### config.mk
export PLATFORM = sky130hd
export DESIGN_NAME = script_lexer_tokenizer_core
export DESIGN_NICKNAME = d
export VERILOG_FILES = /design/src/rtl/slt_pkg.sv /design/src/rtl/script_lexer_tokenizer_core.sv /design/src/rtl/slt_front.sv /design/src/rtl/slt_queue.sv /design/src/rtl/slt_back.sv
export SDC_FILE = /design/constraint.sdc
export NUM_CORES = 1
export LEC_CHECK = 0
export BUFFER_PORTS_ARGS = -buffer_cell sky130_fd_sc_hd__buf_2
export CORE_ASPECT_RATIO = 2
export CORE_MARGIN = 1.5
export CORE_UTILIZATION = 45
export DETAILED_ROUTE_END_ITERATION = 8
export PLACE_DENSITY_LB_ADDON = 0.12
export SETUP_SLACK_MARGIN = 0.4
export SLEW_MARGIN = 20
export SYNTH_ARGS = -nofsm -noshare
export SYNTH_HDL_FRONTEND = slang
export SYNTH_SLANG_ARGS = --single-unit
export TNS_END_PERCENT = 10
### constraint.sdc
create_clock -name clk -period 9.6 [get_ports clk]
set_clock_uncertainty 0.05 [all_clocks]
set_input_delay 2.88 -clock clk [delete_from_list [all_inputs] [get_ports clk]]
set_output_delay 2.88 -clock clk [all_outputs]
set_load 0.01 [all_outputs]
### src/rtl/slt_pkg.sv
// shared types, constants and token helper functions for the script lexer
package slt_pkg;

    localparam int CNT_W       = 16;
    localparam int KW_CHARS    = 6;
    localparam int KW_BITS     = 8 * KW_CHARS;
    localparam int KW_NUM      = 9;
    localparam int KW_IDX_W    = $clog2(KW_CHARS);
    localparam int Q_DEPTH     = 4;
    localparam int Q_PTR_W     = $clog2(Q_DEPTH);
    localparam int Q_CNT_W     = Q_PTR_W + 1;
    localparam int SLOTS       = 3;

    localparam logic [2:0] KIND_KEYWORD = 3'd0;
    localparam logic [2:0] KIND_IDENT   = 3'd1;
    localparam logic [2:0] KIND_CONST   = 3'd2;
    localparam logic [2:0] KIND_OPER    = 3'd3;
    localparam logic [2:0] KIND_DELIM   = 3'd4;
    localparam logic [2:0] KIND_PUNCT   = 3'd5;
    localparam logic [2:0] KIND_OTHER   = 3'd6;

    localparam logic [4:0] OP_SLASH   = 5'd0;
    localparam logic [4:0] OP_ASSIGN  = 5'd1;
    localparam logic [4:0] OP_EQ      = 5'd2;
    localparam logic [4:0] OP_NOT     = 5'd3;
    localparam logic [4:0] OP_NE      = 5'd4;
    localparam logic [4:0] OP_LT      = 5'd5;
    localparam logic [4:0] OP_LE      = 5'd6;
    localparam logic [4:0] OP_GT      = 5'd7;
    localparam logic [4:0] OP_GE      = 5'd8;
    localparam logic [4:0] OP_PLUS    = 5'd9;
    localparam logic [4:0] OP_PLUS_EQ = 5'd10;
    localparam logic [4:0] OP_INC     = 5'd11;
    localparam logic [4:0] OP_MINUS   = 5'd12;
    localparam logic [4:0] OP_MINUS_EQ= 5'd13;
    localparam logic [4:0] OP_DEC     = 5'd14;
    localparam logic [4:0] OP_STAR    = 5'd15;
    localparam logic [4:0] OP_STAR_EQ = 5'd16;
    localparam logic [4:0] OP_OR      = 5'd17;
    localparam logic [4:0] OP_LOR     = 5'd18;
    localparam logic [4:0] OP_AND     = 5'd19;
    localparam logic [4:0] OP_LAND    = 5'd20;
    localparam logic [4:0] OP_NONE    = 5'd31;
    localparam logic [4:0] CODE_NONE  = 5'd0;

    localparam logic [7:0] CH_CR    = 8'h0D;
    localparam logic [7:0] CH_NL    = 8'h0A;
    localparam logic [7:0] CH_SPACE = 8'h20;

    // keyword bytes packed with the first character lowest
    localparam logic [KW_BITS-1:0] KW_PACKED [KW_NUM] = '{
        KW_BITS'("fi"), KW_BITS'("esle"), KW_BITS'("cnuf"), KW_BITS'("rof"),
        KW_BITS'("elihw"), KW_BITS'("hcae"), KW_BITS'("rav"), KW_BITS'("od"),
        KW_BITS'("nruter")
    };
    localparam logic [2:0] KW_LEN [KW_NUM] = '{
        3'd2, 3'd4, 3'd4, 3'd3, 3'd5, 3'd4, 3'd3, 3'd2, 3'd6
    };

    typedef enum logic [3:0] {
        MODE_IDLE,
        MODE_SLASH,
        MODE_OP,
        MODE_IDENT,
        MODE_CONST,
        MODE_LINE,
        MODE_BLOCK,
        MODE_STAR
    } scan_mode_t;

    typedef struct packed {
        logic [CNT_W-1:0] col;
        logic [CNT_W-1:0] row;
        logic [CNT_W-1:0] len;
        logic [7:0]       first;
        logic [4:0]       code;
        logic [2:0]       kind;
    } tok_t;

    typedef struct packed {
        tok_t [SLOTS-1:0]  tok;
        logic [SLOTS-1:0]  valid;
    } bundle_t;

    function automatic logic [CNT_W-1:0] sat_inc(input logic [CNT_W-1:0] v);
        return (&v) ? v : v + 1'b1;
    endfunction

    function automatic logic is_letter(input logic [7:0] c);
        return (c >= "a" && c <= "z") || (c >= "A" && c <= "Z");
    endfunction

    function automatic logic is_digit(input logic [7:0] c);
        return c >= "0" && c <= "9";
    endfunction

    function automatic logic is_op_start(input logic [7:0] c);
        return c == "=" || c == "!" || c == "<" || c == ">" || c == "+" ||
               c == "-" || c == "*" || c == "|" || c == "&";
    endfunction

    function automatic logic is_tok_mode(input scan_mode_t m);
        return m == MODE_SLASH || m == MODE_OP || m == MODE_IDENT || m == MODE_CONST;
    endfunction

    function automatic logic [4:0] op_single(input logic [7:0] p);
        logic [4:0] code;
        unique case (p)
            "=":     code = OP_ASSIGN;
            "!":     code = OP_NOT;
            "<":     code = OP_LT;
            ">":     code = OP_GT;
            "+":     code = OP_PLUS;
            "-":     code = OP_MINUS;
            "*":     code = OP_STAR;
            "|":     code = OP_OR;
            default: code = OP_AND;
        endcase
        return code;
    endfunction

    function automatic logic [4:0] op_pair(input logic [7:0] p, input logic [7:0] c);
        logic [4:0] code;
        unique case (p)
            "=":     code = (c == "=") ? OP_EQ : OP_NONE;
            "!":     code = (c == "=") ? OP_NE : OP_NONE;
            "<":     code = (c == "=") ? OP_LE : OP_NONE;
            ">":     code = (c == "=") ? OP_GE : OP_NONE;
            "+":     code = (c == "=") ? OP_PLUS_EQ : ((c == "+") ? OP_INC : OP_NONE);
            "-":     code = (c == "=") ? OP_MINUS_EQ : ((c == "-") ? OP_DEC : OP_NONE);
            "*":     code = (c == "=") ? OP_STAR_EQ : OP_NONE;
            "|":     code = (c == "|") ? OP_LOR : OP_NONE;
            "&":     code = (c == "&") ? OP_LAND : OP_NONE;
            default: code = OP_NONE;
        endcase
        return code;
    endfunction

    function automatic tok_t flush_tok(
        input scan_mode_t         m,
        input logic [7:0]         pend,
        input logic [KW_BITS-1:0] kwp,
        input logic [CNT_W-1:0]   run,
        input logic [CNT_W-1:0]   trow,
        input logic [CNT_W-1:0]   tcol
    );
        tok_t t;
        logic hit;
        t       = '0;
        hit     = 1'b0;
        t.row   = trow;
        t.col   = tcol;
        t.first = pend;
        t.len   = run;
        unique case (m)
            MODE_SLASH:
            begin
                t.kind  = KIND_OPER;
                t.code  = OP_SLASH;
                t.first = "/";
                t.len   = CNT_W'(1);
            end
            MODE_OP:
            begin
                t.kind = KIND_OPER;
                t.code = op_single(pend);
                t.len  = CNT_W'(1);
            end
            MODE_IDENT:
            begin
                t.kind = KIND_IDENT;
                for (int k = 0; k < KW_NUM; k++)
                begin
                    if (!hit && run == CNT_W'(KW_LEN[k]) && kwp == KW_PACKED[k])
                    begin
                        hit    = 1'b1;
                        t.kind = KIND_KEYWORD;
                        t.code = 5'(k);
                    end
                end
            end
            MODE_CONST:
            begin
                t.kind = KIND_CONST;
            end
            default:
            begin
                t.kind = KIND_OTHER;
            end
        endcase
        return t;
    endfunction

endpackage

### src/rtl/script_lexer_tokenizer_core.sv
// top level of the streaming script lexer
// path: result items of a byte pass through the bundle queue, then the output register
// throughput: one byte per cycle unless the queue is full, one result item per cycle
//   while m_tready is high; a byte's two or three items wait in the 4-entry queue
// reset: rst_n clears position counters to row 1, column 0, empties queue and output
module script_lexer_tokenizer_core
    import slt_pkg::*;
(
    input  logic        clk,
    input  logic        rst_n,
    input  logic        s_tvalid,
    output logic        s_tready,
    input  logic [7:0]  s_tdata,   // in_char
    input  logic        s_tlast,   // end_of_input
    output logic        m_tvalid,
    input  logic        m_tready,
    output logic [63:0] m_tdata,   // token_kind, token_code, first_char, lexeme_length,
                                   // start_row, start_column
    output logic        m_tlast    // last_of_run
);

    logic    push, q_full, pop, head_valid;
    bundle_t push_data, head;
    tok_t    out_tok;

    slt_front u_front (
        .clk      (clk),
        .rst_n    (rst_n),
        .in_valid (s_tvalid),
        .in_ready (s_tready),
        .in_char  (s_tdata),
        .in_last  (s_tlast),
        .q_full   (q_full),
        .push     (push),
        .bundle   (push_data)
    );

    slt_queue u_queue (
        .clk        (clk),
        .rst_n      (rst_n),
        .push       (push),
        .push_data  (push_data),
        .full       (q_full),
        .pop        (pop),
        .head_valid (head_valid),
        .head       (head)
    );

    slt_back u_back (
        .clk        (clk),
        .rst_n      (rst_n),
        .head_valid (head_valid),
        .head       (head),
        .pop        (pop),
        .out_valid  (m_tvalid),
        .out_ready  (m_tready),
        .out_tok    (out_tok),
        .out_last   (m_tlast)
    );

    assign m_tdata = out_tok;

endmodule

### src/rtl/slt_front.sv
// front end: classifies each byte, tracks lexer state and builds result bundles
module slt_front
    import slt_pkg::*;
(
    input  logic       clk,
    input  logic       rst_n,
    input  logic       in_valid,
    output logic       in_ready,
    input  logic [7:0] in_char,
    input  logic       in_last,
    input  logic       q_full,
    output logic       push,
    output bundle_t    bundle
);

    scan_mode_t         mode_reg, mode_next, cmode, start_mode, mid_mode;
    logic [7:0]         pend_reg, pend_next, mid_pend;
    logic [KW_BITS-1:0] kwp_reg, kwp_next, mid_kwp;
    logic [CNT_W-1:0]   run_reg, run_next, mid_run;
    logic [CNT_W-1:0]   row_reg, row_next, mid_row;
    logic [CNT_W-1:0]   col_reg, col_next, mid_col;
    logic [CNT_W-1:0]   trow_reg, trow_next, mid_trow;
    logic [CNT_W-1:0]   tcol_reg, tcol_next, mid_tcol;

    logic       fire, is_cr, is_nl, is_sep;
    logic       restart, pair_hit, do_extend;
    logic       start_emit;
    logic [2:0] start_kind;
    logic [4:0] pair_code;
    tok_t       flush_cur, flush_mid, pair_tok, start_tok, end_tok;

    assign in_ready  = !q_full;
    assign fire      = in_valid && in_ready;
    assign is_cr     = in_char == CH_CR;
    assign is_nl     = in_char == CH_NL;
    assign is_sep    = in_char == CH_SPACE || is_nl;
    assign pair_code = op_pair(pend_reg, in_char);

    // what a new token started by this byte looks like
    always_comb
    begin
        start_mode = MODE_IDLE;
        start_emit = 1'b0;
        start_kind = KIND_OTHER;
        priority if (is_sep)
        begin
            start_mode = MODE_IDLE;
        end
        else if (in_char == "/")
        begin
            start_mode = MODE_SLASH;
        end
        else if (in_char == "{" || in_char == "}" || in_char == "(" ||
                 in_char == ")" || in_char == "[" || in_char == "]")
        begin
            start_emit = 1'b1;
            start_kind = KIND_DELIM;
        end
        else if (in_char == ":" || in_char == ";" || in_char == ",")
        begin
            start_emit = 1'b1;
            start_kind = KIND_PUNCT;
        end
        else if (is_op_start(in_char))
        begin
            start_mode = MODE_OP;
        end
        else if (is_letter(in_char))
        begin
            start_mode = MODE_IDENT;
        end
        else if (is_digit(in_char) || in_char == ".")
        begin
            start_mode = MODE_CONST;
        end
        else
        begin
            start_emit = 1'b1;
            start_kind = KIND_OTHER;
        end
    end

    // per-mode decision for the incoming byte
    always_comb
    begin
        restart   = 1'b0;
        pair_hit  = 1'b0;
        do_extend = 1'b0;
        cmode     = mode_reg;
        if (!is_cr)
        begin
            unique case (mode_reg)
                MODE_LINE:
                begin
                    if (is_nl)
                        cmode = MODE_IDLE;
                end
                MODE_BLOCK:
                begin
                    if (in_char == "*")
                        cmode = MODE_STAR;
                end
                MODE_STAR:
                begin
                    if (in_char == "/")
                        cmode = MODE_IDLE;
                    else if (in_char != "*")
                        cmode = MODE_BLOCK;
                end
                MODE_SLASH:
                begin
                    if (in_char == "/")
                        cmode = MODE_LINE;
                    else if (in_char == "*")
                        cmode = MODE_BLOCK;
                    else
                        restart = 1'b1;
                end
                MODE_OP:
                begin
                    if (pair_code != OP_NONE)
                        pair_hit = 1'b1;
                    else
                        restart = 1'b1;
                end
                MODE_IDENT:
                begin
                    if (is_letter(in_char) || is_digit(in_char))
                        do_extend = 1'b1;
                    else
                        restart = 1'b1;
                end
                MODE_CONST:
                begin
                    if (is_digit(in_char) || in_char == ".")
                        do_extend = 1'b1;
                    else
                        restart = 1'b1;
                end
                default:
                begin
                    restart = 1'b1;
                end
            endcase
        end
    end

    // state after this byte, then next state
    always_comb
    begin
        mid_mode = cmode;
        mid_pend = pend_reg;
        mid_kwp  = kwp_reg;
        mid_run  = run_reg;
        mid_row  = row_reg;
        mid_col  = col_reg;
        mid_trow = trow_reg;
        mid_tcol = tcol_reg;
        if (!is_cr)
        begin
            if (is_nl)
            begin
                mid_row = sat_inc(row_reg);
                mid_col = '0;
            end
            else
            begin
                mid_col = sat_inc(col_reg);
            end
        end
        if (pair_hit)
            mid_mode = MODE_IDLE;
        if (restart)
        begin
            mid_mode = start_mode;
            mid_trow = mid_row;
            mid_tcol = mid_col;
            if (!is_sep)
            begin
                mid_pend = in_char;
                mid_run  = CNT_W'(1);
                mid_kwp  = KW_BITS'(in_char);
            end
        end
        if (do_extend)
        begin
            for (int i = 0; i < KW_CHARS; i++)
            begin
                if (run_reg == CNT_W'(i))
                    mid_kwp[i*8 +: 8] = in_char;
            end
            mid_run = sat_inc(run_reg);
        end

        if (!fire)
        begin
            mode_next = mode_reg;
            pend_next = pend_reg;
            kwp_next  = kwp_reg;
            run_next  = run_reg;
            row_next  = row_reg;
            col_next  = col_reg;
            trow_next = trow_reg;
            tcol_next = tcol_reg;
        end
        else if (in_last)
        begin
            mode_next = MODE_IDLE;
            pend_next = '0;
            kwp_next  = '0;
            run_next  = '0;
            row_next  = CNT_W'(1);
            col_next  = '0;
            trow_next = CNT_W'(1);
            tcol_next = '0;
        end
        else
        begin
            mode_next = mid_mode;
            pend_next = mid_pend;
            kwp_next  = mid_kwp;
            run_next  = mid_run;
            row_next  = mid_row;
            col_next  = mid_col;
            trow_next = mid_trow;
            tcol_next = mid_tcol;
        end
    end

    // result bundle: flushed or paired token, started or final token, end marker
    always_comb
    begin
        flush_cur = flush_tok(mode_reg, pend_reg, kwp_reg, run_reg, trow_reg, tcol_reg);
        flush_mid = flush_tok(mid_mode, mid_pend, mid_kwp, mid_run, mid_trow, mid_tcol);

        pair_tok       = '0;
        pair_tok.kind  = KIND_OPER;
        pair_tok.code  = pair_code;
        pair_tok.first = pend_reg;
        pair_tok.len   = CNT_W'(2);
        pair_tok.row   = trow_reg;
        pair_tok.col   = tcol_reg;

        start_tok       = '0;
        start_tok.kind  = start_kind;
        start_tok.code  = CODE_NONE;
        start_tok.first = in_char;
        start_tok.len   = CNT_W'(1);
        start_tok.row   = mid_row;
        start_tok.col   = mid_col;

        end_tok      = '0;
        end_tok.kind = KIND_OTHER;
        end_tok.row  = mid_row;
        end_tok.col  = mid_col;

        bundle          = '0;
        bundle.valid[0] = pair_hit || (restart && is_tok_mode(mode_reg));
        bundle.tok[0]   = pair_hit ? pair_tok : flush_cur;
        if (restart && start_emit)
        begin
            bundle.valid[1] = 1'b1;
            bundle.tok[1]   = start_tok;
        end
        else if (in_last && is_tok_mode(mid_mode))
        begin
            bundle.valid[1] = 1'b1;
            bundle.tok[1]   = flush_mid;
        end
        bundle.valid[2] = in_last;
        bundle.tok[2]   = end_tok;
    end

    assign push = fire && (|bundle.valid);

    always_ff @(posedge clk or negedge rst_n)
    begin
        if (!rst_n)
        begin
            mode_reg <= MODE_IDLE;
            pend_reg <= '0;
            kwp_reg  <= '0;
            run_reg  <= '0;
            row_reg  <= CNT_W'(1);
            col_reg  <= '0;
            trow_reg <= CNT_W'(1);
            tcol_reg <= '0;
        end
        else
        begin
            mode_reg <= mode_next;
            pend_reg <= pend_next;
            kwp_reg  <= kwp_next;
            run_reg  <= run_next;
            row_reg  <= row_next;
            col_reg  <= col_next;
            trow_reg <= trow_next;
            tcol_reg <= tcol_next;
        end
    end

endmodule

### src/rtl/slt_queue.sv
// short bundle queue between front and back end
module slt_queue
    import slt_pkg::*;
(
    input  logic    clk,
    input  logic    rst_n,
    input  logic    push,
    input  bundle_t push_data,
    output logic    full,
    input  logic    pop,
    output logic    head_valid,
    output bundle_t head
);

    // depth is a power of two so the pointers wrap on their own
    bundle_t              entry_reg [Q_DEPTH];
    logic [Q_PTR_W-1:0]   wr_ptr_reg, wr_ptr_next;
    logic [Q_PTR_W-1:0]   rd_ptr_reg, rd_ptr_next;
    logic [Q_CNT_W-1:0]   cnt_reg, cnt_next;
    logic                 do_push, do_pop;

    assign full       = cnt_reg == Q_CNT_W'(Q_DEPTH);
    assign head_valid = cnt_reg != '0;
    assign head       = entry_reg[rd_ptr_reg];
    assign do_push    = push && !full;
    assign do_pop     = pop && head_valid;

    always_comb
    begin
        wr_ptr_next = do_push ? wr_ptr_reg + 1'b1 : wr_ptr_reg;
        rd_ptr_next = do_pop ? rd_ptr_reg + 1'b1 : rd_ptr_reg;
        cnt_next    = cnt_reg;
        if (do_push && !do_pop)
            cnt_next = cnt_reg + 1'b1;
        else if (do_pop && !do_push)
            cnt_next = cnt_reg - 1'b1;
    end

    always_ff @(posedge clk)
    begin
        if (do_push)
            entry_reg[wr_ptr_reg] <= push_data;
    end

    always_ff @(posedge clk or negedge rst_n)
    begin
        if (!rst_n)
        begin
            wr_ptr_reg <= '0;
            rd_ptr_reg <= '0;
            cnt_reg    <= '0;
        end
        else
        begin
            wr_ptr_reg <= wr_ptr_next;
            rd_ptr_reg <= rd_ptr_next;
            cnt_reg    <= cnt_next;
        end
    end

endmodule

### src/rtl/slt_back.sv
// back end: unpacks bundles into single result items behind an output register
module slt_back
    import slt_pkg::*;
(
    input  logic    clk,
    input  logic    rst_n,
    input  logic    head_valid,
    input  bundle_t head,
    output logic    pop,
    output logic    out_valid,
    input  logic    out_ready,
    output tok_t    out_tok,
    output logic    out_last
);

    logic [SLOTS-1:0] done_reg, done_next;
    logic [SLOTS-1:0] pending, pick, rest;
    logic             valid_reg, valid_next;
    tok_t             tok_reg, tok_next;
    logic             last_reg, last_next;
    logic             load;
    tok_t             pick_tok;

    assign pending = head.valid & ~done_reg;
    assign load    = head_valid && (!valid_reg || out_ready);

    // lowest outstanding slot goes first
    always_comb
    begin
        pick     = '0;
        pick_tok = head.tok[0];
        priority if (pending[0])
        begin
            pick     = SLOTS'(1);
            pick_tok = head.tok[0];
        end
        else if (pending[1])
        begin
            pick     = SLOTS'(2);
            pick_tok = head.tok[1];
        end
        else
        begin
            pick     = SLOTS'(4);
            pick_tok = head.tok[2];
        end
    end

    assign rest = pending & ~pick;
    assign pop  = load && (rest == '0);

    always_comb
    begin
        done_next  = done_reg;
        valid_next = valid_reg;
        tok_next   = tok_reg;
        last_next  = last_reg;
        if (load)
        begin
            valid_next = 1'b1;
            tok_next   = pick_tok;
            last_next  = rest == '0;
            done_next  = (rest == '0) ? '0 : (done_reg | pick);
        end
        else if (out_ready)
        begin
            valid_next = 1'b0;
        end
    end

    assign out_valid = valid_reg;
    assign out_tok   = tok_reg;
    assign out_last  = last_reg;

    always_ff @(posedge clk)
    begin
        tok_reg  <= tok_next;
        last_reg <= last_next;
    end

    always_ff @(posedge clk or negedge rst_n)
    begin
        if (!rst_n)
        begin
            done_reg  <= '0;
            valid_reg <= 1'b0;
        end
        else
        begin
            done_reg  <= done_next;
            valid_reg <= valid_next;
        end
    end

endmodule

==> results.yml, run 1 <==
layout:
  fin_nets: 2859
  drive_gt1_frac: 0.1819
  area_growth_pct: 11.57
  n_fill_cell: 7342
  largest_reg_flops: 652
  fin_area_um2: 43930
detailed_routing:
  drt-vias-per-instance: 6.291
  route.detailed.drc: 0
  final_antenna_net_count: 0
  drt_iter0_markers: 2116
  first_pass_iters: 6
  wl_um: 128500
  route.vias.total: 25540
  wl_per_cell_um: 31.66
timing:
  min_period_ns: 7.694
  rsz0062_at_grt: "no"
  post-route-period-util: 0.8015
  setup_ws_ns: 1.906
  max_clock_freq_mhz: 130.0
  hold_viol: 0
  setup_violations: 0
  worstMarginPinSlew_ns: 1.202
  maxSlewHeadroom: 0.1903
  hold_ws_ns: 0.4405
  finalMaxSlewViolations: 0
floorplan:
  initial_utilization: 0.4540
  core_region_area_um2: 86720
  die-area_um2: 89390
  die_w_um: 212.2
  num_rows: 153
  dieHeight_um: 421.3
  io_pins: 80
global_route:
  gr-total-overflow: 0
  grt_max_degree: 110
  grtUsageTotal: 0.2918
  grt_pass1_wl_um: 185700
  grt_pass1_vias: 26420
  antenna_found_initial: 3
placement:
  placed_area_um2: 41430
  numPortBuffers: 79
  pre_cts_ws_ns: 1.388
  dp.final_hpwl_um: 87100
  routabilityCongestion: 1.072
setup_path:
  r2r_slack_ns: 3.70
  required_ns: 9.86
  startpoint: "s_tdata[2]"
  cp-start-kind: "primary input"
  regToRegStartpoint: "u_front.pend_reg[4]$_DFFE_PN0P_"
  critPathKind: "primary input to register"
  endpoint: "u_queue.entry_reg[0][108]$_DFFE_PP_"
  worst_setup_path_end_kind: "register"
  r2r_cells: 13
  timing.rr.end: "u_queue.entry_reg[1][72]$_DFFE_PP_"
  arrival_ns: 7.96
  crit_path_max_fanout: 47
yosys:
  async_flop_share: 0.1740
  netlist_instances: 2772
  yosysTopAreaCellShare: 0.5468
  synthFlopType: "edfxtp_1"
  synthesis.nets: 2797
  yosys_warnings: 0
  ys_top_cells_by_area: "edfxtp_1, dfrtp_1, mux4_2, nand2_1, o21ai_0"
  yosysTopAreaCell: "edfxtp_1"
  yosysSeqAreaShare: 0.6429
  synth_edf_count: 717
  synthesis.area_um2: 39370
  syn_area_per_cell_um2: 14.20
  ys_ff_latch: 868
  ys_types: 108
cts:
  post-cts-setup-buffers: 0
  cts_tree: "built"
  worstSkewPairLatency_ns: 0.67
  clockBufferDepth: 3
  numCtsBuffers: 77
  cts_sinks: 868
  cts_resized: 0
  htree_levels: 3
  cts_hold_buf: 0
  path_clk_slew_ns: 0.06
  root_buffer: "clkbuf_16"
pwr:
  peakVddDrop_v: 0.0001800
  total_power_w: 0.01222
  pwr_density_cell_nw_per_um2: 278.1
  power.leakage_nw: 15.29
run:
  maxCapViolations: 0
min_path:
  hold_class: "register to register"
run_status:
  outcome: "finished, final reports clean"
report_power, final:
part / switching (W) / total (W) / internal [W]
clock network: 0.00143 / 0.00311 / 0.00169
logic: 0.00228 / 0.00369 / 0.00141
registers: 0.000401 / 0.00542 / 0.00502
cell usage in the layout, fill, tap and decap left out, drive strengths merged, types with 33 or more instances in the layout:
cell type,instances
nand2,243
a22o,63
and2,33
a21oi,86
and3,33
a22oi,64
o21ai,200
mux2i,73
nor2,138
mux4,159
edfxtp,717
inv,41
buf,168
nand3,62
clkbuf,97
dfrtp,149
nor3,58
how the worst min path moves through the flow:
stage / from / slack [ns] / to / cells after the start
after floorplan: u_front.kwp_reg[15]$_DFFE_PN0P_ / 0.39 / u_front.kwp_reg[15]$_DFFE_PN0P_ / 1
after global placement: u_back.done_reg[2]$_DFFE_PN0P_ / 0.41 / u_back.done_reg[2]$_DFFE_PN0P_ / 1
after detailed placement: u_front.kwp_reg[15]$_DFFE_PN0P_ / 0.42 / u_front.kwp_reg[15]$_DFFE_PN0P_ / 1
after CTS: u_front.kwp_reg[15]$_DFFE_PN0P_ / 0.44 / u_front.kwp_reg[15]$_DFFE_PN0P_ / 1
after global routing: u_front.kwp_reg[15]$_DFFE_PN0P_ / 0.45 / u_front.kwp_reg[15]$_DFFE_PN0P_ / 1
final: u_front.kwp_reg[15]$_DFFE_PN0P_ / 0.44 / u_front.kwp_reg[15]$_DFFE_PN0P_ / 1
per-layer routing:
layer	track usage	vias up	part of all wire
met3	0.03859	351	0.046
li1	-	11040	-
met5	0	-	0.000093
met1	0.3137	13190	0.34
met4	0.1961	2	0.076
met2	0.5264	960	0.54
logic make-up after synthesis:
group | count (synthesis) | share of synthesized area
muxes | 238 | 0.1112
AOI/OAI and AO/OA | 637 | 0.1124
DFF | 868 | 0.6429
xor gates and xnor gates | 34 | 0.007563
buffers and inverters | 223 | 0.02275
and+or+nand+nor | 760 | 0.09918
adders and majority gates | 12 | 0.004004
worst max-delay path: stages:
cell	delay, ns
buf_2	0.60
inv_1	0.56
nor2_1	0.71
nor4_1	0.09
a21oi_1	0.33
nor2_1	0.12
nor3_1	0.55
nand3_1	0.33
a21oi_1	0.63
and2_4	0.66
buf_12	0.39
area by class of cell:
cell class | count | area [um^2] | share of cell area
flip-flops and latches | 868 | 25320 | 0.5763
clock buffers | 97 | 2032 | 0.04625
multi-input cells | 1681 | 13260 | 0.3019
well taps | 1162 | 1454 | 0.03309
clock inverters | 45 | 459.2 | 0.01045
repair buffers | 168 | 1260 | 0.02868
diodes | 1 | 2.502 | 0.00005696
inverters | 38 | 142.6 | 0.003247
cells in the mapped netlist (7+ instances only):
| master | number |
|---|---|
| nand4b_1 | 9 |
| o211ai_1 | 11 |
| nor3_1 | 57 |
| buf_2 | 22 |
| mux2i_1 | 73 |
| a21o_1 | 10 |
| nor2b_1 | 22 |
| or2_2 | 11 |
| o21a_1 | 19 |
| edfxtp_1 | 717 |
| a22oi_1 | 64 |
| nand4_1 | 27 |
| and3_1 | 32 |
| nand3b_1 | 9 |
| buf_1 | 27 |
| o21ai_1 | 14 |
| nand2b_1 | 26 |
| and2_1 | 32 |
| mux4_2 | 159 |
| ha_1 | 11 |
| a211oi_1 | 10 |
| o31ai_1 | 15 |
| nor2_1 | 138 |
| or3_1 | 15 |
| xnor2_1 | 19 |
| o22ai_1 | 21 |
| a31oi_1 | 15 |
| o21ai_0 | 180 |
| nand2_1 | 242 |
| a22o_1 | 63 |
| o221ai_1 | 7 |
| a21oi_1 | 80 |
| nand3_1 | 62 |
| inv_1 | 36 |
| xor2_1 | 15 |
| and4_1 | 13 |
| o2bb2ai_1 | 32 |
| nor4_1 | 19 |
| dfrtp_1 | 149 |
| clkbuf_1 | 129 |
per-stage QoR:
step | setup TNS (ns) | utilization | std cells
2_1_floorplan | -14.85 | - | 2772
3_3_place_gp | 0 | 0.4778 | 3917
3_5_place_dp | 0 | 0.4778 | 3917
4_1_cts | 0 | 0.5065 | 4059
5_1_grt | 0 | 0.5066 | 4059
6_report | 0 | 0.5066 | 4060
Power figures use the tool's default switching activity.
==> run 2: changes to the inputs <==
==> constraint.sdc (replaced) <==
create_clock -name clk -period 6.2 [get_ports clk]
set_clock_uncertainty 0.05 [all_clocks]
set_input_delay 1.86 -clock clk [delete_from_list [all_inputs] [get_ports clk]]
set_output_delay 1.86 -clock clk [all_outputs]
set_load 0.01 [all_outputs]
==> run 2 against run 1 <==
Net effect: critical path depth increased by 3; wire length grew 4.2%; non-clock buffer count rose by 259; utilization rose by 2.8 points; total power is 61% higher; combinational power grew 70%; clock power up 64%; setup slack got worse by 1.4 ns; hold slack lost 0.0035 ns; flip-flop and latch count unchanged; sequential power grew 54%; critical path type unchanged; critical endpoint is now u_queue.entry_reg[2][72]$_DFFE_PP_; largest cell class unchanged.
==> results.yml, run 2 (synthesis results as in run 1) <==
detailed_routing:
  wl_um: 133900
  first_pass_iters: 6
  drt_iter0_markers: 2084
  final_antenna_net_count: 0
  wl_per_cell_um: 30.99
  route.vias.total: 26330
  drt-vias-per-instance: 6.091
  route.detailed.drc: 0
floorplan:
  initial_utilization: 0.4540
  die-area_um2: 89390
  io_pins: 80
  dieHeight_um: 421.3
  num_rows: 153
  die_w_um: 212.2
  core_region_area_um2: 86720
global_route:
  grt_max_degree: 125
  antenna_found_initial: 1
  gr-total-overflow: 0
  grt_pass1_wl_um: 192000
  grt_pass1_vias: 27490
  grtUsageTotal: 0.3049
timing:
  min_period_ns: 5.703
  hold_viol: 0
  rsz0062_at_grt: "no"
  post-route-period-util: 0.9198
  setup_violations: 0
  maxSlewHeadroom: 0.2724
  setup_ws_ns: 0.4972
  finalMaxSlewViolations: 0
  worstMarginPinSlew_ns: 1.091
  max_clock_freq_mhz: 175.4
setup_path:
  arrival_ns: 6.13
  crit_path_max_fanout: 10
  endpoint: "u_queue.entry_reg[2][72]$_DFFE_PP_"
  worst_setup_path_end_kind: "register"
  r2r_cells: 15
  cp-start-kind: "primary input"
  regToRegStartpoint: "u_front.run_reg[1]$_DFFE_PN0P_"
  r2r_slack_ns: 0.84
  required_ns: 6.63
  critPathKind: "primary input to register"
  timing.rr.end: "u_queue.entry_reg[2][70]$_DFFE_PP_"
  startpoint: "s_tdata[4]"
cts:
  post-cts-setup-buffers: 0
  cts_resized: 1
  numCtsBuffers: 78
  cts_tree: "built"
  root_buffer: "clkbuf_16"
  cts_sinks: 868
  clockBufferDepth: 3
  cts_hold_buf: 0
  path_clk_slew_ns: 0.06
  htree_levels: 3
  worstSkewPairLatency_ns: 0.70
pwr:
  power.leakage_nw: 16.78
  combPwrFrac: 0.318
  clkPwrFrac: 0.258
  peakVddDrop_v: 0.0004663
  seqPwrFrac: 0.424
  intPower_w: 0.01309
  pwr_density_cell_nw_per_um2: 424.6
  swShare: 0.3356
  power_switching_w: 0.006611
layout:
  antenna_cells: 0
  final_common_cell: "edfxtp_1"
  fin_area_um2: 46400
  most-common-layout-cells: "edfxtp_1, buf_4, nand2_1"
  drive_gt1_frac: 0.2541
  fin_nets: 3119
  fin_cells: 4322
  area_growth_pct: 17.85
  largest_reg_flops: 652
  n_fill_cell: 7232
placement:
  routabilityCongestion: 0.9857
  pre_cts_ws_ns: -0.3483
  placed_area_um2: 43660
  dp.final_hpwl_um: 94910
  numPortBuffers: 79
  dp_cells: 4175
run_status:
  outcome: "finished, final reports clean"
run:
  maxCapViolations: 0
min_path:
  hold_class: "register to register"
==> run 2: cell types whose count changed in the layout (fill, tap and decap cells not counted), sizes merged <==
| cell | change |
|---|---|
| buf | +259 |
| bufinv | +2 |
| clkbuf | -1 |
| clkinv | +1 |
| clkinvlp | +1 |
| diode | -1 |
| inv | +1 |
==> run 2: area by class of cell <==
type | count | area [um^2] | area share
sequential | 868 | 25320 | 0.5457
multi-input combinational | 1681 | 13290 | 0.2864
timing repair buffer | 427 | 3500 | 0.07542
clock buffer | 96 | 2133 | 0.04598
tap | 1162 | 1454 | 0.03133
clock inverter | 50 | 561.8 | 0.01211
inverter | 38 | 142.6 | 0.003074
==> run 2: layer usage <==
metal / track usage / vias up / routed length, um
met1: 0.3158 / 13540 / 45310
met2: 0.5697 / 904 / 73660
li1: - / 11570 / -
met4: 0.1957 / 0 / 9720
met5: 0 / - / 0
met3: 0.03732 / 311 / 5256
==> run 2: metrics by stage <==
step / hold slack [ns] / power [W] / TNS, ns / util
6_report: 0.4370 / 0.01970 / 0 / 0.5351
5_1_grt: 0.4588 / 0.02051 / 0 / 0.5351
4_1_cts: 0.4358 / 0.01995 / 0 / 0.5346
3_5_place_dp: 0.4158 / 0.01483 / -5.730 / 0.5035
3_3_place_gp: 0.4113 / 0.01470 / -6.706 / 0.5032
2_1_floorplan: 0.3935 / 0.01197 / -178.94 / -
==> run 2: how the worst min path moves through the flow <==
stage,cells past startpoint,end,from,slack (ns)
3_5_place_dp,1,u_back.done_reg[2]$_DFFE_PN0P_,u_back.done_reg[2]$_DFFE_PN0P_,0.42
2_1_floorplan,1,u_front.kwp_reg[15]$_DFFE_PN0P_,u_front.kwp_reg[15]$_DFFE_PN0P_,0.39
5_1_grt,1,u_back.done_reg[1]$_DFFE_PN0P_,u_back.done_reg[1]$_DFFE_PN0P_,0.46
3_3_place_gp,1,u_front.kwp_reg[39]$_DFFE_PN0P_,u_front.kwp_reg[39]$_DFFE_PN0P_,0.41
4_1_cts,1,u_back.done_reg[2]$_DFFE_PN0P_,u_back.done_reg[2]$_DFFE_PN0P_,0.44
6_report,1,u_back.done_reg[2]$_DFFE_PN0P_,u_back.done_reg[2]$_DFFE_PN0P_,0.44
==> run 2: worst max-delay path: stages <==
cell and delay, ns:
buf_2 0.13, or4b_1 0.60, o41ai_4 0.47, o311a_1 0.26, a21boi_1 0.31, a21oi_4 0.29
buf_12 0.18, nand4_1 0.13, a21oi_1 0.78, buf_4 0.26, o2111a_1 0.25, nand4_1 0.14
and3_1 0.21, o21ai_1 0.25
==> run 2: power by group through the flow <==
stage	combinational, W	clock [W]	sequential (W)
finish	0.00626	0.00509	0.00836
global placement	0.00628	0	0.00842
CTS	0.00637	0.00521	0.00837
detailed placement	0.00635	0	0.00849
floorplan	0.00368	0	0.00830
global route	0.00664	0.00540	0.00846
